[config.mk]
export PLATFORM = sky130hd
export DESIGN_NAME = vibration_pulse_pattern_sequencer_core
export DESIGN_NICKNAME = d
export VERILOG_FILES = /design/src/vpps_pkg.sv /design/src/vibration_pulse_pattern_sequencer_core.sv
export SDC_FILE = /design/constraint.sdc
export NUM_CORES = 1
export LEC_CHECK = 0
export BUFFER_PORTS_ARGS = -buffer_cell sky130_fd_sc_hd__buf_2
export CORE_MARGIN = 4
export CORE_UTILIZATION = 56
export DETAILED_ROUTE_END_ITERATION = 16
export PLACE_DENSITY = 0.83
export SKIP_CTS_REPAIR_TIMING = 1
export SYNTH_ARGS = -nofsm -noshare
export SYNTH_HDL_FRONTEND = slang
export SYNTH_SLANG_ARGS = --single-unit
[constraint.sdc]
create_clock -name clk -period 5.65 [get_ports clk]
set_input_delay 0.565 -clock clk [delete_from_list [all_inputs] [get_ports clk]]
set_output_delay 0.565 -clock clk [all_outputs]
set_load 0.02 [all_outputs]
[src/vpps_pkg.sv]
// Shared types and constants for the vibration pulse pattern sequencer.
package vpps_pkg;

  // Steps per bank; the step store holds two banks.
  localparam int MAX_PATTERN_STEPS = 8;
  localparam int STORE_DEPTH       = 2 * MAX_PATTERN_STEPS;
  localparam int ADDR_W            = $clog2(STORE_DEPTH);
  localparam int IDX_W             = $clog2(MAX_PATTERN_STEPS + 1);

  // Configuration register indexes (word addresses on the APB port).
  localparam logic [1:0] REG_MOTOR_ENABLE = 2'd0;
  localparam logic [1:0] REG_MAX_PULSE    = 2'd1;
  localparam logic [1:0] REG_COOLDOWN     = 2'd2;

  localparam logic [15:0] MAX_PULSE_RESET = 16'd1000;
  localparam logic [15:0] COOLDOWN_RESET  = 16'd1000;

  typedef enum logic [1:0] {
    OP_LOAD  = 2'd0,
    OP_START = 2'd1,
    OP_TICK  = 2'd2,
    OP_STOP  = 2'd3
  } op_t;

  typedef enum logic [2:0] {
    ST_NONE     = 3'd0,
    ST_STARTED  = 3'd1,
    ST_BAD_CNT  = 3'd2,
    ST_BUSY     = 3'd3,
    ST_COOLING  = 3'd4
  } status_t;

  typedef struct packed {
    op_t         operation;
    logic [31:0] now_ms;
    logic [2:0]  step_slot;
    logic [15:0] on_time_ms;
    logic [15:0] off_time_ms;
    logic [3:0]  step_count;
  } item_t;

  typedef struct packed {
    logic        motor_drive;
    logic        busy_res;
    status_t     start_status;
    logic        pattern_done;
    logic [3:0]  current_step;
  } result_t;

endpackage

[src/vibration_pulse_pattern_sequencer_core.sv]
// Top level of the vibration pulse pattern sequencer: step store, sequencing logic, APB registers.

// The block takes one item per clock cycle, back to back, and returns exactly one result
// beat per item. The edge that accepts the item beat also reads the step store (a synchronous
// memory of two banks of steps) at the entry of the step that will be playing. The execute stage
// then evaluates the item and loads the output register when that register can take a beat.
// The read address is
// formed from the state as the item ahead leaves it, so consecutive ticks and starts need no
// bubbles; the input stalls only when the output register is full and not being taken.
// Configuration must be written through the APB port, which is always ready, only while no item is in
// flight; the block itself does not enforce this. Step entries that were never loaded must not be played.
module vibration_pulse_pattern_sequencer_core (
  input  logic                clk,
  input  logic                rst,
  // Item channel.
  input  logic                item_valid,
  output logic                item_ready,
  input  vpps_pkg::item_t     item,
  // Result channel.
  output logic                result_valid,
  input  logic                result_ready,
  output vpps_pkg::result_t   result,
  // APB configuration port.
  input  logic                psel,
  input  logic                penable,
  input  logic                pwrite,
  input  logic [3:0]          paddr,
  input  logic [31:0]         pwdata,
  output logic [31:0]         prdata,
  output logic                pready
);

  localparam int AW  = vpps_pkg::ADDR_W;
  localparam int IW  = vpps_pkg::IDX_W;
  localparam int MAX = vpps_pkg::MAX_PATTERN_STEPS;

  // Configuration registers.
  logic        motor_enable;
  logic [15:0] max_pulse_ms;
  logic [15:0] cooldown_ms;

  // Sequencer state.
  logic          active_bank, active_bank_next;
  logic [3:0]    pattern_length, pattern_length_next;
  logic [IW-1:0] step_index, step_index_next;
  logic          running, running_next;
  logic          phase_is_on, phase_is_on_next;
  logic [31:0]   phase_start_ms, phase_start_ms_next;
  logic [31:0]   last_stop_ms, last_stop_ms_next;

  // Pipeline stage holding the item whose store entry has been read.
  logic            s1_valid;
  vpps_pkg::item_t s1_item;
  logic [31:0]     rd_data;

  logic item_fire, s1_fire;
  logic [AW-1:0] rd_addr, wr_addr;
  logic wr_en;
  vpps_pkg::result_t res_next;

  // Step store: on time in bits 15..0, off time in bits 31..16.
  logic [31:0] step_store [vpps_pkg::STORE_DEPTH];

  // Handshake: the execute stage advances whenever the output register can take a beat.
  assign s1_fire    = s1_valid && (!result_valid || result_ready);
  assign item_ready = !s1_valid || s1_fire;
  assign item_fire  = item_valid && item_ready;

  // APB port.
  assign pready = 1'b1;

  always_comb begin
    unique case (paddr[3:2])
      vpps_pkg::REG_MOTOR_ENABLE: prdata = {31'b0, motor_enable};
      vpps_pkg::REG_MAX_PULSE:    prdata = {16'b0, max_pulse_ms};
      vpps_pkg::REG_COOLDOWN:     prdata = {16'b0, cooldown_ms};
      default:                    prdata = 32'b0;
    endcase
  end

  always_ff @(posedge clk) begin
    if (rst) begin
      motor_enable <= 1'b0;
      max_pulse_ms <= vpps_pkg::MAX_PULSE_RESET;
      cooldown_ms  <= vpps_pkg::COOLDOWN_RESET;
    end else if (psel && penable && pwrite) begin
      unique case (paddr[3:2])
        vpps_pkg::REG_MOTOR_ENABLE: motor_enable <= pwdata[0];
        vpps_pkg::REG_MAX_PULSE:    max_pulse_ms <= pwdata[15:0];
        vpps_pkg::REG_COOLDOWN:     cooldown_ms  <= pwdata[15:0];
        default: ;
      endcase
    end
  end

  // Execute stage: evaluate the item against the state and the entry read for it.
  always_comb begin
    logic [31:0] elapsed;
    logic [15:0] e_on;
    logic [15:0] e_off;
    logic        finish;
    logic        step_last;
    vpps_pkg::status_t status;

    active_bank_next    = active_bank;
    pattern_length_next = pattern_length;
    step_index_next     = step_index;
    running_next        = running;
    phase_is_on_next    = phase_is_on;
    phase_start_ms_next = phase_start_ms;
    last_stop_ms_next   = last_stop_ms;
    status              = vpps_pkg::ST_NONE;
    finish              = 1'b0;
    wr_en               = 1'b0;

    elapsed   = s1_item.now_ms - phase_start_ms;
    e_on      = (rd_data[15:0] > max_pulse_ms) ? max_pulse_ms : rd_data[15:0];
    e_off     = rd_data[31:16];
    step_last = (32'(step_index) + 32'd1) >= 32'(pattern_length);

    if (s1_valid) begin
      unique case (s1_item.operation)
        vpps_pkg::OP_LOAD: begin
          wr_en = 32'(s1_item.step_slot) < 32'(MAX);
        end
        vpps_pkg::OP_START: begin
          if (motor_enable) begin
            priority if (s1_item.step_count == 4'd0 ||
                         32'(s1_item.step_count) > 32'(MAX)) begin
              status = vpps_pkg::ST_BAD_CNT;
            end else if (running) begin
              status = vpps_pkg::ST_BUSY;
            end else if ((s1_item.now_ms - last_stop_ms) < {16'b0, cooldown_ms}) begin
              status = vpps_pkg::ST_COOLING;
            end else begin
              status              = vpps_pkg::ST_STARTED;
              active_bank_next    = ~active_bank;
              pattern_length_next = s1_item.step_count;
              step_index_next     = '0;
              running_next        = 1'b1;
              phase_is_on_next    = 1'b1;
              phase_start_ms_next = s1_item.now_ms;
            end
          end
        end
        vpps_pkg::OP_TICK: begin
          if (motor_enable && running) begin
            if (phase_is_on) begin
              if (elapsed >= {16'b0, e_on}) begin
                if (e_off == 16'd0 && step_last) begin
                  finish = 1'b1;
                end else begin
                  phase_is_on_next    = 1'b0;
                  phase_start_ms_next = s1_item.now_ms;
                end
              end
            end else if (elapsed >= {16'b0, e_off}) begin
              step_index_next = step_index + 1'b1;
              if (step_last) begin
                finish = 1'b1;
              end else begin
                phase_is_on_next    = 1'b1;
                phase_start_ms_next = s1_item.now_ms;
              end
            end
          end
        end
        vpps_pkg::OP_STOP: begin
          finish = 1'b1;
        end
        default: ;
      endcase
    end

    // Finishing or stopping turns the motor off and stamps the stop time.
    if (finish) begin
      running_next      = 1'b0;
      phase_is_on_next  = 1'b0;
      last_stop_ms_next = s1_item.now_ms;
    end

    res_next.motor_drive  = running_next && phase_is_on_next;
    res_next.busy_res     = running_next;
    res_next.start_status = status;
    res_next.pattern_done = finish && running;
    res_next.current_step = 4'({{4{1'b0}}, step_index_next});
  end

  // Store addresses: loads go to the pending bank, reads follow the state the item ahead leaves.
  always_comb begin
    logic          bank_rd;
    logic [IW-1:0] idx_rd;
    bank_rd = s1_fire ? active_bank_next : active_bank;
    idx_rd  = s1_fire ? step_index_next : step_index;
    rd_addr = bank_rd ? (AW'(MAX) + AW'(idx_rd)) : AW'(idx_rd);
    wr_addr = active_bank ? AW'(s1_item.step_slot) : (AW'(MAX) + AW'(s1_item.step_slot));
  end

  // Step store memory, one write and one registered read.
  always_ff @(posedge clk) begin
    if (s1_fire && wr_en) begin
      step_store[wr_addr] <= {s1_item.off_time_ms, s1_item.on_time_ms};
    end
    if (item_fire) begin
      rd_data <= step_store[rd_addr];
    end
  end

  // Pipeline registers and sequencer state.
  always_ff @(posedge clk) begin
    if (rst) begin
      s1_valid       <= 1'b0;
      result_valid   <= 1'b0;
      active_bank    <= 1'b0;
      pattern_length <= 4'd0;
      step_index     <= '0;
      running        <= 1'b0;
      phase_is_on    <= 1'b0;
      phase_start_ms <= 32'd0;
      last_stop_ms   <= 32'd0;
    end else begin
      if (item_fire) begin
        s1_valid <= 1'b1;
      end else if (s1_fire) begin
        s1_valid <= 1'b0;
      end
      if (s1_fire) begin
        result_valid   <= 1'b1;
        active_bank    <= active_bank_next;
        pattern_length <= pattern_length_next;
        step_index     <= step_index_next;
        running        <= running_next;
        phase_is_on    <= phase_is_on_next;
        phase_start_ms <= phase_start_ms_next;
        last_stop_ms   <= last_stop_ms_next;
      end else if (result_ready) begin
        result_valid <= 1'b0;
      end
    end
  end

  // Payload registers.
  always_ff @(posedge clk) begin
    if (item_fire) begin
      s1_item <= item;
    end
    if (s1_fire) begin
      result <= res_next;
    end
  end

  // A running pattern always plays a step inside its length.
  a_index_in_range: assert property (@(posedge clk) disable iff (rst)
    running |-> (32'(step_index) < 32'(pattern_length)))
    else $error("step index outside running pattern");

  // The input stalls only behind a held execute stage.
  a_stall_cause: assert property (@(posedge clk) disable iff (rst)
    !item_ready |-> (s1_valid && result_valid && !result_ready))
    else $error("input stalled without a blocked result");

  // A started pattern begins on its first step with the motor on.
  a_start_result: assert property (@(posedge clk) disable iff (rst)
    (result_valid && result.start_status == vpps_pkg::ST_STARTED) |->
      (result.motor_drive && result.busy_res && result.current_step == 4'd0))
    else $error("started result without motor on at step zero");

  // A finished pattern is no longer running.
  a_done_idle: assert property (@(posedge clk) disable iff (rst)
    (result_valid && result.pattern_done) |-> (!result.busy_res && !result.motor_drive))
    else $error("pattern done while still busy");

  // An accepted item reaches the execute stage on the next edge.
  a_item_enters: assert property (@(posedge clk) disable iff (rst)
    item_fire |=> s1_valid)
    else $error("accepted item lost before execute");

endmodule
==> key figures <==
Status
  – Status: finished, violations left
  – Failing checks: setup timing

Floorplanning
  – Total core area: 60250 um^2
  – Die Y: 254.3 um
  – DIE WIDTH: 254.3 um
  – Die area: around 65000 um^2
  – Std cell rows: 90
  – Starting density of the core: 0.5639
  – I/O pin total: 161

Final layout
  – Share of cells above drive strength 1: 0.2370
  – Non-Filler Instances: 3584
  – Final core occ: 0.6643
  – Area growth, synth to finish: 17.81%
  – Fillers: 3967
  – Layout Nets: 2999
  – Antenna cells: 0

Worst hold path
  – Hold Startpoint: item[20]
  – Min-Delay Endpoint: s1_item[20]
  – Hold path depth: 1
  – Hold Crit Class: in2reg

Clock network
  – CTS Buf Count: 75
  – Clk buf depth: 3
  – Max H-tree Level: 3
  – Clock Latency Late Sink: 660 ps
  – CTS tree: built
  – # clock sinks: around 740
  – CTS clk-pin slew, worst paths: approximately 60 ps
  – Root Driver: clkbuf_16

Global route
  – Vias in the first global route: 23120
  – Total GRT Usage: 0.2926
  – Antenna violations before repair: 3
  – First-pass GRT wire length: 142000 um
  – Largest net degree at the start of global routing: 78
  – Gr ovfl total: 0

Timing
  – PnR worst setup slack: -615.1 ps
  – Slew @ Worst Pin: roughly 1200 ps
  – Fmax: 0.1596 GHz
  – Skew final: 36.45 ps
  – Final period util: 1.109
  – Worst slew margin: 0.2000
  – Final setup fails: 32
  – RSZ-0062 raised after global routing: yes
  – Final hold vios: 0
  – Max-slew violations: 0
  – Total negative setup slack: -15640 ps
  – Fin crit period: 6265 ps

Logic synthesis
  – Post-Syn Area per Cell: 13.94 um^2
  – Yosys warnings: 0
  – Library cells used by synthesis: 83
  – Post-synth top flop: edfxtp_1
  – Number of synthesized register bits: 737
  – Syn Std Cell Area: between 30000 and 40000 um^2
  – EDFF count, synth: approximately 630
  – Synth Instances: 2437
  – Sequential area share after synthesis: 0.6191
  – Synth async-reset ratio: 0

Routing
  – Drt first pass iters: 7
  – WL final: 101100 um
  – Via/cell ratio: between 6 and 7
  – Antenna Violating Nets Remaining: 0
  – First DRT Iteration DRCs: 2711
  – Vias after detailed routing: 23510
  – Drt wl/cell: 28.20 um
  – DRC Markers: 0

Place
  – Detailed Place HPWL: 60050 um
  – Placer Congestion: 0.9661
  – Pre-CTS setup slack: -659.1 ps
  – DP Cell Count: about 3400
  – IO buf count: ~130

Setup path
  – Critical path class: reg2reg
  – Setup crit end kind: flip-flop
  – Critical R2R Launch: s1_item[39]
  – Worst Path Required: 5980 ps
  – Capturing point of the worst reg2reg path: rd_data[16]
  – CP startpoint kind: flip-flop
  – Critical path's largest stage delay: 500 ps
  – Critical path's slowest cell: mux4_2
  – Critical path startpoint: s1_item[39]
  – Critical path buffers and inverters: 5
  – Worst reg2reg setup slack: -620 ps
  – Max FO, Critical Path: 7
  – CP delay by family, top: simple AND/OR/NAND/NOR gates
  – R2R depth: 27
  – CP arrival: about 6600 ps

Pwr
  – Total power: 11910 uW
  – Max VDD drop: ~0.00027 V
  – Leakage: 0.01399 uW
  – Cell area power density: slightly below 300 nW/um^2

Run
  – Max Cap Viol: 0
-- synthesized netlist by cell type (all sizes together), types with 5 or more instances --
cell     number  share of area
a211oi       11         0.0024
nor2        167          0.018
nor2b        17         0.0031
a311oi        6         0.0015
a31o          7         0.0018
buf          70          0.013
edfxtp      627           0.55
mux2i        89          0.026
nor3         31         0.0046
nand2       126          0.014
a22o         18         0.0046
o21a         13         0.0029
inv         137          0.015
o211ai       14         0.0032
or4           7         0.0015
ha          134          0.049
o21ai        58         0.0085
o31ai         5         0.0011
xnor2        27         0.0070
nand3        93          0.014
nand4        71          0.013
a211o        15         0.0039
clkbuf       60         0.0066
and2          8         0.0015
o2111ai       5         0.0013
or2           8         0.0015
xor2         19         0.0049
o22ai         6         0.0011
a31oi        11         0.0020
dfxtp       110          0.065
nand2b       88          0.016
a21oi       109          0.016
a21o         35         0.0077
or3           8         0.0015
mux4        128          0.085
o21bai        7         0.0015
and3          9         0.0017
nor4         11         0.0022
-- routing by layer --
layer / up-vias / wire [um] / part of all wire / global-route usage
met3: 357 / 10070 / 0.10 / 0.06098
met4: 6 / 5349 / 0.053 / 0.1263
li1: 9924 / - / - / -
met5: - / 34 / 0.00034 / 0
met2: 1668 / 50210 / 0.50 / 0.4974
met1: 11550 / 35390 / 0.35 / 0.3681
-- worst register-to-register path, stage by stage (launching register included) --
cell and delay, ps:
edfxtp_1 360, inv_2 60, ha_4 170, fa_2 370, nor2b_2 170, o2111ai_2 210, a2111o_1 430, and3_4 170
xnor2_1 120, ha_1 310, nand2_1 100, o2111ai_2 150, a221oi_2 210, nand4b_1 130, a311o_1 350, nor4b_2 230
nand4_1 270, nor4_1 360, buf_4 170, nor2_1 40, nand2_1 90, a32o_4 170, buf_12 140, buf_12 160
buf_16 150, mux4_2 510, nand2b_1 130, nand4_1 210
-- cell type report --
class                      count  area, um^2  share of cell area
clock buffer                  93        1996             0.04987
clock inverter                39       406.6             0.01016
inverter                     137       514.2             0.01285
multi-input combinational   1448       12200              0.3048
sequential                   737       21030              0.5255
tap                          782       978.4             0.02445
timing repair buffer         348        2897             0.07238
-- worst max-delay path by stage --
stage	cells after the start	end	slack, ps
detailed placement	26	rd_data[16]	-660
floorplan	25	rd_data[10]	90
global route	28	rd_data[16]	-750
global placement	26	rd_data[23]	-490
CTS	26	rd_data[16]	-750
finish	27	rd_data[16]	-620
-- registers in the layout (all words and copies together) (netlist names), 10 cells and up --
register,count
cooldown_ms,16
last_stop_ms,32
max_pulse_ms,16
phase_start_ms,32
rd_data,32
result,10
s1_item,73
step_store,512
-- where the power goes --
group / switching, uW / internal, uW
Combinational: 506 / 344
Sequential: 101 / 5960
Clock: 2230 / 2770
-- layout by cell type (no fill, tap or decap), types with 100 or more instances in the layout --
master    Yosys  layout
buf_4        20     176
buf_2        32     124
nand2_1     126     126
edfxtp_1    627     627
mux4_2      128     128
a21oi_1     109     100
nor2_1      167     154
inv_1       137     136
ha_1        134     132
dfxtp_1     110     110
-- kinds of logic (layout without fill, tap and decap cells) --
| family | after synthesis | count (layout) | synth area share |
|---|---|---|---|
| mux | 219 | 219 | 0.1117 |
| flops | 737 | 737 | 0.6191 |
| xor+xnor | 46 | 46 | 0.01186 |
| simple gates | 660 | 660 | 0.09720 |
| buf+inv | 267 | 617 | 0.03510 |
| compound gates | 370 | 370 | 0.07429 |
| other cells | 2 | 17 | 0.0002211 |
| fa+ha+maj | 136 | 136 | 0.05053 |
-- metrics by stage --
stage | cell area (um^2) | hold WS, ps
detailed placement | 36810 | 463.1
finish | 40020 | 86.75
global route | 40020 | 77.41
CTS | 39210 | 77.61
floorplan | 34030 | 449.0
global placement | 36810 | 460.7
Power figures use the tool's default switching activity.
